**src/rcsp_pkg.sv**
```systemverilog
`timescale 1ns / 1ps
// ----------------------------------------------------------------------------
// Random charset symbol picker package
// Shared types, register indexes and character tables.
// ----------------------------------------------------------------------------
package rcsp_pkg;

   localparam int WORD_W         = 32;
   localparam int MASK_W         = 4;
   localparam int LEN_W          = 8;
   localparam int CHAR_W         = 7;
   localparam int CSR_IDX_W      = 2;
   localparam int CSR_DATA_W     = 8;
   localparam int DIV_STEPS      = WORD_W;
   localparam int DIV_CNT_W      = $clog2(DIV_STEPS);
   localparam int MAX_LENGTH_DEF = 255;

   localparam logic [CSR_IDX_W-1:0] CSR_CLASS_MASK      = 2'd0;
   localparam logic [CSR_IDX_W-1:0] CSR_PASSWORD_LENGTH = 2'd1;

   localparam logic [MASK_W-1:0] MASK_RESET   = 4'hF;
   localparam logic [LEN_W-1:0]  LENGTH_RESET = 8'd16;

   localparam int CLS_LOWER  = 0;
   localparam int CLS_UPPER  = 1;
   localparam int CLS_DIGIT  = 2;
   localparam int CLS_SYMBOL = 3;

   localparam logic [CHAR_W-1:0] LOWER_N  = 7'd26;
   localparam logic [CHAR_W-1:0] UPPER_N  = 7'd26;
   localparam logic [CHAR_W-1:0] DIGIT_N  = 7'd10;
   localparam logic [CHAR_W-1:0] SYMBOL_N = 7'd27;

   localparam logic [CHAR_W-1:0] LOWER_BASE = 7'h61;
   localparam logic [CHAR_W-1:0] UPPER_BASE = 7'h41;
   localparam logic [CHAR_W-1:0] DIGIT_BASE = 7'h30;
   localparam logic [CHAR_W-1:0] CHAR_NUL   = 7'h00;

   typedef enum logic [1:0] {
      ST_IDLE,
      ST_DIVIDE,
      ST_WRITE
   } state_type;

   typedef struct packed {
      logic load;
      logic step;
      logic write;
   } cmd_type;

   typedef struct packed {
      logic reject;
      logic div_done;
   } sts_type;

   function automatic logic [CHAR_W-1:0] alpha_size(input logic [MASK_W-1:0] mask);
      logic [CHAR_W-1:0] n;
      n = '0;
      if (mask[CLS_LOWER])  n = n + LOWER_N;
      if (mask[CLS_UPPER])  n = n + UPPER_N;
      if (mask[CLS_DIGIT])  n = n + DIGIT_N;
      if (mask[CLS_SYMBOL]) n = n + SYMBOL_N;
      return n;
   endfunction

   // Remainder of the all-ones word by the alphabet size of each mask.
   function automatic logic [CHAR_W-1:0] full_rem(input logic [MASK_W-1:0] mask);
      logic [CHAR_W-1:0] r;
      unique case (mask)
         4'd0:    r = 7'd0;
         4'd1:    r = 7'd21;
         4'd2:    r = 7'd21;
         4'd3:    r = 7'd47;
         4'd4:    r = 7'd5;
         4'd5:    r = 7'd3;
         4'd6:    r = 7'd3;
         4'd7:    r = 7'd3;
         4'd8:    r = 7'd21;
         4'd9:    r = 7'd41;
         4'd10:   r = 7'd41;
         4'd11:   r = 7'd49;
         4'd12:   r = 7'd6;
         4'd13:   r = 7'd3;
         4'd14:   r = 7'd3;
         default: r = 7'd44;
      endcase
      return r;
   endfunction

   function automatic logic [WORD_W-1:0] reject_limit(input logic [MASK_W-1:0] mask);
      return {WORD_W{1'b1}} - WORD_W'(full_rem(mask));
   endfunction

   function automatic logic [CHAR_W-1:0] symbol_char(input logic [4:0] idx);
      logic [CHAR_W-1:0] c;
      unique case (idx)
         5'd0:    c = 7'h21;
         5'd1:    c = 7'h23;
         5'd2:    c = 7'h24;
         5'd3:    c = 7'h26;
         5'd4:    c = 7'h28;
         5'd5:    c = 7'h29;
         5'd6:    c = 7'h2A;
         5'd7:    c = 7'h2B;
         5'd8:    c = 7'h2C;
         5'd9:    c = 7'h2D;
         5'd10:   c = 7'h2E;
         5'd11:   c = 7'h2F;
         5'd12:   c = 7'h3A;
         5'd13:   c = 7'h3B;
         5'd14:   c = 7'h3C;
         5'd15:   c = 7'h3D;
         5'd16:   c = 7'h3E;
         5'd17:   c = 7'h3F;
         5'd18:   c = 7'h40;
         5'd19:   c = 7'h5B;
         5'd20:   c = 7'h5C;
         5'd21:   c = 7'h5D;
         5'd22:   c = 7'h5E;
         5'd23:   c = 7'h5F;
         5'd24:   c = 7'h7B;
         5'd25:   c = 7'h7C;
         5'd26:   c = 7'h7D;
         default: c = CHAR_NUL;
      endcase
      return c;
   endfunction

   function automatic logic [CHAR_W-1:0] pick_char(input logic [MASK_W-1:0] mask,
                                                   input logic [CHAR_W-1:0] idx);
      logic [CHAR_W-1:0] rest;
      logic [CHAR_W-1:0] c;
      logic              hit;
      rest = idx;
      c    = CHAR_NUL;
      hit  = 1'b0;
      if (mask[CLS_LOWER]) begin
         if (rest < LOWER_N) begin
            c   = LOWER_BASE + rest;
            hit = 1'b1;
         end else begin
            rest = rest - LOWER_N;
         end
      end
      if (!hit && mask[CLS_UPPER]) begin
         if (rest < UPPER_N) begin
            c   = UPPER_BASE + rest;
            hit = 1'b1;
         end else begin
            rest = rest - UPPER_N;
         end
      end
      if (!hit && mask[CLS_DIGIT]) begin
         if (rest < DIGIT_N) begin
            c   = DIGIT_BASE + rest;
            hit = 1'b1;
         end else begin
            rest = rest - DIGIT_N;
         end
      end
      if (!hit && mask[CLS_SYMBOL] && (rest < SYMBOL_N)) begin
         c = symbol_char(rest[4:0]);
      end
      return c;
   endfunction

endpackage

```
**src/rcsp_ctrl.sv**
```systemverilog
`timescale 1ns / 1ps
// ----------------------------------------------------------------------------
// Random charset symbol picker controller
// Sequences accept, bit-serial remainder and result write; owns result valid.
// ----------------------------------------------------------------------------
module rcsp_ctrl
   import rcsp_pkg::*;
(
   input  logic    clock,
   input  logic    reset,
   input  logic    req_valid,
   output logic    req_ready,
   output logic    rsp_valid,
   input  logic    rsp_ready,
   input  sts_type sts,
   output cmd_type cmd
);

   state_type state_ff, state_in;
   logic      rsp_valid_ff, rsp_valid_in;
   logic      out_free;

   assign out_free = !rsp_valid_ff || rsp_ready;

   always_comb begin
      state_in = state_ff;
      unique case (state_ff)
         ST_IDLE: begin
            if (req_valid && !sts.reject) state_in = ST_DIVIDE;
         end
         ST_DIVIDE: begin
            if (sts.div_done) state_in = ST_WRITE;
         end
         ST_WRITE: begin
            if (out_free) state_in = ST_IDLE;
         end
         default: state_in = ST_IDLE;
      endcase
   end

   always_comb begin
      req_ready = 1'b0;
      cmd       = '0;
      unique case (state_ff)
         ST_IDLE: begin
            req_ready = 1'b1;
            cmd.load  = req_valid && !sts.reject;
         end
         ST_DIVIDE: begin
            cmd.step = 1'b1;
         end
         ST_WRITE: begin
            cmd.write = out_free;
         end
         default: begin
            req_ready = 1'b0;
         end
      endcase
   end

   always_comb begin
      rsp_valid_in = rsp_valid_ff;
      if (cmd.write) begin
         rsp_valid_in = 1'b1;
      end else if (rsp_ready) begin
         rsp_valid_in = 1'b0;
      end
   end

   always_ff @(posedge clock) begin
      if (reset) begin
         state_ff     <= ST_IDLE;
         rsp_valid_ff <= 1'b0;
      end else begin
         state_ff     <= state_in;
         rsp_valid_ff <= rsp_valid_in;
      end
   end

   assign rsp_valid = rsp_valid_ff;

   a_write_shows: assert property (@(posedge clock) disable iff (reset)
      cmd.write |=> rsp_valid_ff)
      else $error("written result is not presented");

   a_no_overwrite: assert property (@(posedge clock) disable iff (reset)
      (cmd.write && rsp_valid_ff) |-> rsp_ready)
      else $error("pending result overwritten");

   a_done_in_divide: assert property (@(posedge clock) disable iff (reset)
      sts.div_done |-> (state_ff == ST_DIVIDE))
      else $error("remainder done outside of divide");

   a_load_starts: assert property (@(posedge clock) disable iff (reset)
      cmd.load |=> (state_ff == ST_DIVIDE) && !req_ready)
      else $error("load did not start the remainder");

endmodule

```
**src/rcsp_datapath.sv**
```systemverilog
`timescale 1ns / 1ps
// ----------------------------------------------------------------------------
// Random charset symbol picker datapath
// Config registers, rejection compare, bit-serial remainder, lookup and count.
// ----------------------------------------------------------------------------
module rcsp_datapath
   import rcsp_pkg::*;
#(
   parameter int MAX_LENGTH = MAX_LENGTH_DEF
) (
   input  logic                  clock,
   input  logic                  reset,
   input  logic                  csr_we,
   input  logic [CSR_IDX_W-1:0]  csr_index,
   input  logic [CSR_DATA_W-1:0] csr_wdata,
   input  logic [WORD_W-1:0]     req_random_word,
   input  cmd_type               cmd,
   output sts_type               sts,
   output logic [CHAR_W-1:0]     rsp_character,
   output logic                  rsp_last_char
);

   localparam int LEN_CAP = (MAX_LENGTH < 255) ? MAX_LENGTH : 255;
   localparam int CNT_W   = (LEN_CAP > 1) ? $clog2(LEN_CAP) : 1;

   logic [MASK_W-1:0]    mask_ff, mask_in;
   logic [LEN_W-1:0]     length_ff, length_in;
   logic [CHAR_W-1:0]    size_ff, size_in;
   logic [WORD_W-1:0]    limit_ff, limit_in;
   logic [WORD_W-1:0]    word_ff, word_in;
   logic [CHAR_W-1:0]    rem_ff, rem_in;
   logic [DIV_CNT_W-1:0] bit_cnt_ff, bit_cnt_in;
   logic [CNT_W-1:0]     done_ff, done_in;
   logic [CHAR_W-1:0]    char_ff, char_in;
   logic                 last_ff, last_in;
   logic [CHAR_W:0]      trial;
   logic [LEN_W-1:0]     eff_len;
   logic [LEN_W:0]       done_next;
   logic                 is_last;

   assign sts.reject   = (size_ff != '0) && (req_random_word >= limit_ff);
   assign sts.div_done = (bit_cnt_ff == DIV_CNT_W'(DIV_STEPS - 1));

   always_comb begin
      mask_in   = mask_ff;
      length_in = length_ff;
      size_in   = size_ff;
      limit_in  = limit_ff;
      if (csr_we && (csr_index == CSR_CLASS_MASK)) begin
         mask_in  = csr_wdata[MASK_W-1:0];
         size_in  = alpha_size(csr_wdata[MASK_W-1:0]);
         limit_in = reject_limit(csr_wdata[MASK_W-1:0]);
      end
      if (csr_we && (csr_index == CSR_PASSWORD_LENGTH)) begin
         length_in = csr_wdata[LEN_W-1:0];
      end
   end

   assign trial = {rem_ff, word_ff[WORD_W-1]};

   always_comb begin
      word_in    = word_ff;
      rem_in     = rem_ff;
      bit_cnt_in = bit_cnt_ff;
      if (cmd.load) begin
         word_in    = req_random_word;
         rem_in     = '0;
         bit_cnt_in = '0;
      end else if (cmd.step) begin
         word_in    = {word_ff[WORD_W-2:0], 1'b0};
         bit_cnt_in = bit_cnt_ff + 1'b1;
         if (trial >= {1'b0, size_ff}) begin
            rem_in = CHAR_W'(trial - {1'b0, size_ff});
         end else begin
            rem_in = trial[CHAR_W-1:0];
         end
      end
   end

   always_comb begin
      eff_len = length_ff;
      if (eff_len == '0) eff_len = LEN_W'(1);
      if (eff_len > LEN_W'(LEN_CAP)) eff_len = LEN_W'(LEN_CAP);
      done_next = {1'b0, LEN_W'(done_ff)} + (LEN_W + 1)'(1);
      is_last   = done_next >= {1'b0, eff_len};
   end

   always_comb begin
      done_in = done_ff;
      char_in = char_ff;
      last_in = last_ff;
      if (cmd.write) begin
         char_in = pick_char(mask_ff, rem_ff);
         last_in = is_last;
         done_in = is_last ? '0 : CNT_W'(done_next);
      end
   end

   always_ff @(posedge clock) begin
      if (reset) begin
         mask_ff    <= MASK_RESET;
         length_ff  <= LENGTH_RESET;
         size_ff    <= alpha_size(MASK_RESET);
         limit_ff   <= reject_limit(MASK_RESET);
         bit_cnt_ff <= '0;
         done_ff    <= '0;
      end else begin
         mask_ff    <= mask_in;
         length_ff  <= length_in;
         size_ff    <= size_in;
         limit_ff   <= limit_in;
         bit_cnt_ff <= bit_cnt_in;
         done_ff    <= done_in;
      end
   end

   always_ff @(posedge clock) begin
      word_ff <= word_in;
      rem_ff  <= rem_in;
      char_ff <= char_in;
      last_ff <= last_in;
   end

   assign rsp_character = char_ff;
   assign rsp_last_char = last_ff;

endmodule

```
**src/random_charset_symbol_picker.sv**
```systemverilog
`timescale 1ns / 1ps
// ----------------------------------------------------------------------------
// Random charset symbol picker
// Unbiased selection of password characters from enabled classes.
// ----------------------------------------------------------------------------
//  Port group  Direction  Handshake        Payload
//  req_        in         valid / ready    random_word [31:0]
//  rsp_        out        valid / ready    character [6:0], last_char
//  csr_        in         write enable     index [1:0], wdata [7:0]
//
// An accepted word that is kept passes an accept state, 32 steps of the
// bit-serial remainder unit and a state that looks up and registers its character.
// A rejected word is dropped in its accept cycle.
// Reset is synchronous and restores all four classes and length 16.
// The result register holds a character until taken; a new word is accepted
// meanwhile, and its write waits until the register is free.
// ----------------------------------------------------------------------------
module random_charset_symbol_picker
   import rcsp_pkg::*;
#(
   parameter int MAX_LENGTH = MAX_LENGTH_DEF
) (
   input  logic                  clock,
   input  logic                  reset,
   input  logic                  req_valid,
   output logic                  req_ready,
   input  logic [WORD_W-1:0]     req_random_word,
   output logic                  rsp_valid,
   input  logic                  rsp_ready,
   output logic [CHAR_W-1:0]     rsp_character,
   output logic                  rsp_last_char,
   input  logic                  csr_we,
   input  logic [CSR_IDX_W-1:0]  csr_index,
   input  logic [CSR_DATA_W-1:0] csr_wdata
);

   cmd_type cmd;
   sts_type sts;

   rcsp_ctrl u_ctrl (
      .clock     (clock),
      .reset     (reset),
      .req_valid (req_valid),
      .req_ready (req_ready),
      .rsp_valid (rsp_valid),
      .rsp_ready (rsp_ready),
      .sts       (sts),
      .cmd       (cmd)
   );

   rcsp_datapath #(
      .MAX_LENGTH (MAX_LENGTH)
   ) u_datapath (
      .clock           (clock),
      .reset           (reset),
      .csr_we          (csr_we),
      .csr_index       (csr_index),
      .csr_wdata       (csr_wdata),
      .req_random_word (req_random_word),
      .cmd             (cmd),
      .sts             (sts),
      .rsp_character   (rsp_character),
      .rsp_last_char   (rsp_last_char)
   );

endmodule

```
**config.mk**
```make
export PLATFORM = sky130hd
export DESIGN_NAME = random_charset_symbol_picker
export DESIGN_NICKNAME = d
export VERILOG_FILES = /design/src/rcsp_pkg.sv /design/src/rcsp_ctrl.sv /design/src/rcsp_datapath.sv /design/src/random_charset_symbol_picker.sv
export SDC_FILE = /design/constraint.sdc
export NUM_CORES = 1
export LEC_CHECK = 0
export BUFFER_PORTS_ARGS = -buffer_cell sky130_fd_sc_hd__buf_2
export CAP_MARGIN = 5
export CORE_UTILIZATION = 50
export CTS_CLUSTER_DIAMETER = 80
export DETAILED_ROUTE_END_ITERATION = 12
export GPL_TIMING_DRIVEN = 0
export PLACE_DENSITY_LB_ADDON = 0.2
export SLEW_MARGIN = 20
export SYNTH_ARGS = -nofsm -noshare
export SYNTH_HDL_FRONTEND = slang
export SYNTH_HIERARCHICAL = 1
export SYNTH_SLANG_ARGS = --single-unit
```
**constraint.sdc**
```tcl
create_clock -name clock -period 5.23 [get_ports clock]
set_input_delay 0.7845 -clock clock [delete_from_list [all_inputs] [get_ports clock]]
set_output_delay 0.7845 -clock clock [all_outputs]
set_load 0.005 [all_outputs]
```
==> results.yml <==
clock_tree:
  clk_path_buf_depth: 2
  cts_tree: "yes"
  cts_root_buffer: "clkbuf_16"
  ctsHoldBuffers: 0
  clock_latency_ps: 330
  clock-sinks: 87
  htreeDepth: 3
  numCtsBuffers: 9
  clk_pin_slew_ps: 60
drt:
  via_count: 5149
  postRouteAntennaNets: 0
  drc: 0
  dr.pass1.iters: 5
  drt_wl_total_um: 14200
  post_drt_via_cell_ratio: 5.89
  drt_iter0_markers: 282
  wire_per_inst_um: 16.2
placement:
  io_buffers: 56
  dpl.hpwl_um: 10600
  placed_area_um2: 6520
  gp_congestion: 0.906
worst_hold_path:
  hold-path-cell-count: 2
  hold_end: "u_datapath/limit_ff[2]"
  min_from: "u_datapath/limit_ff[2]"
  hold_path.class: "reg -> reg"
power:
  peakVddDrop_uv: 184
  p_leak_nw: 2.87
  p_per_area_nw_per_um2: 362
run:
  maxCapViolCount: 0
timing:
  fin_crit_ps: 4980
  fin_crit_sh_pct: 95.2
  tns_ps: 0
  hold_viol: 0
  slew_violations: 0
  relSlewSlack_pct: 45.4
  max_freq_mhz: 201
  tightest_slew_ps: 813
  rsz0062_at_grt: "false"
  finClkSkew_ps: 7.56
  setup-violations-final: 0
  holdWs_ps: 480
synthesis:
  yosysTopAreaCell: "edfxtp_1"
  synth_nets: 743
  ys_types: 85
  syn_area_per_cell_um2: 9.33
  synth-main-ff-cell: "dfxtp_1"
  ys_seq_area_share_pct: 35.4
  netlist_top_cells_area: "edfxtp_1, dfxtp_1, ha_1"
  synth_edf_count: 40
  synth_cells: 649
  async_flop_share_pct: 0
  synth_area_um2: 6060
  yosys_register_bits: 87
  ys_warn_count: 6
  synth_top_cell_area_share_pct: 19.8
floorplanning:
  coreArea_um2: 11600
  pin_count: 57
  dieWidth_um: 112
  die_area_um2: 12600
  rows: 39
  start_util_pct: 52.2
  dieHeight_um: 112
cells_and_area:
  n_antenna_cell: 0
  fin_nets: 820
  postLayoutCoreUtil_pct: 60.7
  final_cell_area_um2: 7050
  area_delta_synth_final_pct: 16.3
  layout-drive-gt1-share_pct: 23.0
outcome:
  status: "complete, no violations"
worst_setup_path:
  cp_max_fo: 10
  rr_startpoint: "u_datapath/rem_ff[1]"
  arrival_ps: 5060
  r2r_setup_slack_ps: 250
  rr_worst_depth: 21
  path_class: "reg -> reg"
  r2r-end: "u_datapath/rsp_character[5]"
  worstPathRequired_ps: 5310
  critPathLaunchType: "flip-flop"
  crit_path_end_kind: "flip-flop"
grt:
  antenna_found_initial: 0
  grtUsageTotal_pct: 23.5
  grt_max_degree: 33
  grt_pass1_wl_um: 23900
  grt_remaining_overflow: 0
  grt_pass1_vias: 5071
==> report_power, final <==
| group | switching (W) | internal (W) |
|---|---|---|
| logic | 0.000595 | 0.000460 |
| registers | 0.0000326 | 0.000783 |
| clock network | 0.000261 | 0.000422 |
==> registers in the layout, indices dropped and copies added (netlist names) <==
signal	flops
u_datapath/bit_cnt_ff	5
u_datapath/done_ff	8
u_ctrl/rsp_valid	1
u_datapath/mask_ff	3
u_datapath/word_ff	32
u_datapath/size_ff	7
u_ctrl/state_ff	2
u_datapath/length_ff	8
u_datapath/limit_ff	6
u_datapath/rsp_character	7
u_datapath/rsp_last_char	1
u_datapath/rem_ff	7
==> layer usage <==
| metal | wire length [um] | up-vias | track usage, % |
|---|---|---|---|
| met5 | 0 | - | 0 |
| met4 | 223 | 0 | 6.84 |
| met2 | 6720 | 133 | 40.0 |
| met3 | 681 | 19 | 3.89 |
| li1 | - | 2556 | - |
| met1 | 6560 | 2441 | 30.7 |
==> Yosys cell counts, drive strengths merged, types with 10 or more instances <==
library cell and instances:
nor2 49, dfxtp 47, ha 46, nand2 43, a21oi 42, edfxtp 40, inv 39, mux2 33
o21ai 26, xnor2 23, nand3 21, nand2b 19, clkbuf 16, buf 14, mux2i 14, nor3 13
o211ai 13, a211oi 12, nand4 11, a21o 10, xor2 10
==> metrics by stage <==
step,total power (W),instances,setup WS (ps)
finish,0.00255,874,249
global route,0.00270,874,6.66
CTS,0.00251,868,19.9
detailed placement,0.00174,848,-763
global placement,0.00171,848,-579
floorplan,0.00153,649,246
==> cell type report <==
cell class                 count  area [um2]
multi-input combinational    491        3730
clock buffer                  10         229
timing repair buffer          66         355
tap                          143         179
buffer                        30         154
inverter                      41         156
sequential                    87        2140
clock inverter                 6        92.6
fill                        1007        4570
==> how the worst max path moves through the flow <==
stage	slack [ps]	depth (start not counted)	to	from
floorplan	250	21	u_datapath/rsp_character[3]	u_datapath/rem_ff[1]
global placement	-580	21	u_datapath/rsp_character[5]	u_datapath/rem_ff[2]
detailed placement	-760	21	u_datapath/rsp_character[5]	u_datapath/rem_ff[2]
CTS	20	21	u_datapath/rsp_character[5]	u_datapath/rem_ff[2]
global route	7	21	u_datapath/rsp_character[5]	u_datapath/rem_ff[1]
finish	250	21	u_datapath/rsp_character[5]	u_datapath/rem_ff[1]
==> logic make-up after synthesis <==
logic type / after synthesis / synth area share [%]
AO/OA/AOI/OAI: 160 / 18.7
XOR/XNOR: 33 / 4.77
adder cells (fa/ha/maj): 47 / 9.83
buffers and inverters: 71 / 4.89
flip-flops: 87 / 35.4
multiplexers: 47 / 8.72
AND/OR/NAND/NOR: 204 / 17.7
==> critical path: stages (launching register included) <==
cell      delay [ps]
dfxtp_2          340
buf_6            150
inv_1             80
ha_2             250
and3b_1          200
buf_4            160
mux2i_2          170
a21oi_1          280
nor3_2           110
nor2_4           240
mux2i_4          320
ha_4             200
o211ai_1         150
o32ai_2          370
o211ai_2         200
nand2_4          180
mux2i_4          300
inv_4             90
ha_1             230
a21oi_2          210
o221ai_4         160
mux2_2           330
==> what timing repair did <==
| action | 4_1_cts | 5_1_grt |
|---|---|---|
| pin swaps | 3 | 8 |
| resized for setup | 19 | 9 |
| buffers inserted | 4 | 6 |
| setup endpoints to repair | 7 | 7 |
==> cells in the final DEF (no fill, tap or decap), types with 12 or more instances in the layout <==
cell type / instances
ha_1: 44
o21ai_0: 22
xnor2_1: 20
inv_1: 38
clkbuf_1: 17
nand2b_1: 19
o211ai_1: 12
nand2_1: 41
a21oi_1: 40
nor2_1: 48
edfxtp_1: 40
dfxtp_1: 45
buf_4: 14
mux2_2: 33
buf_2: 59
nand3_1: 21
Power figures use the tool's default switching activity.
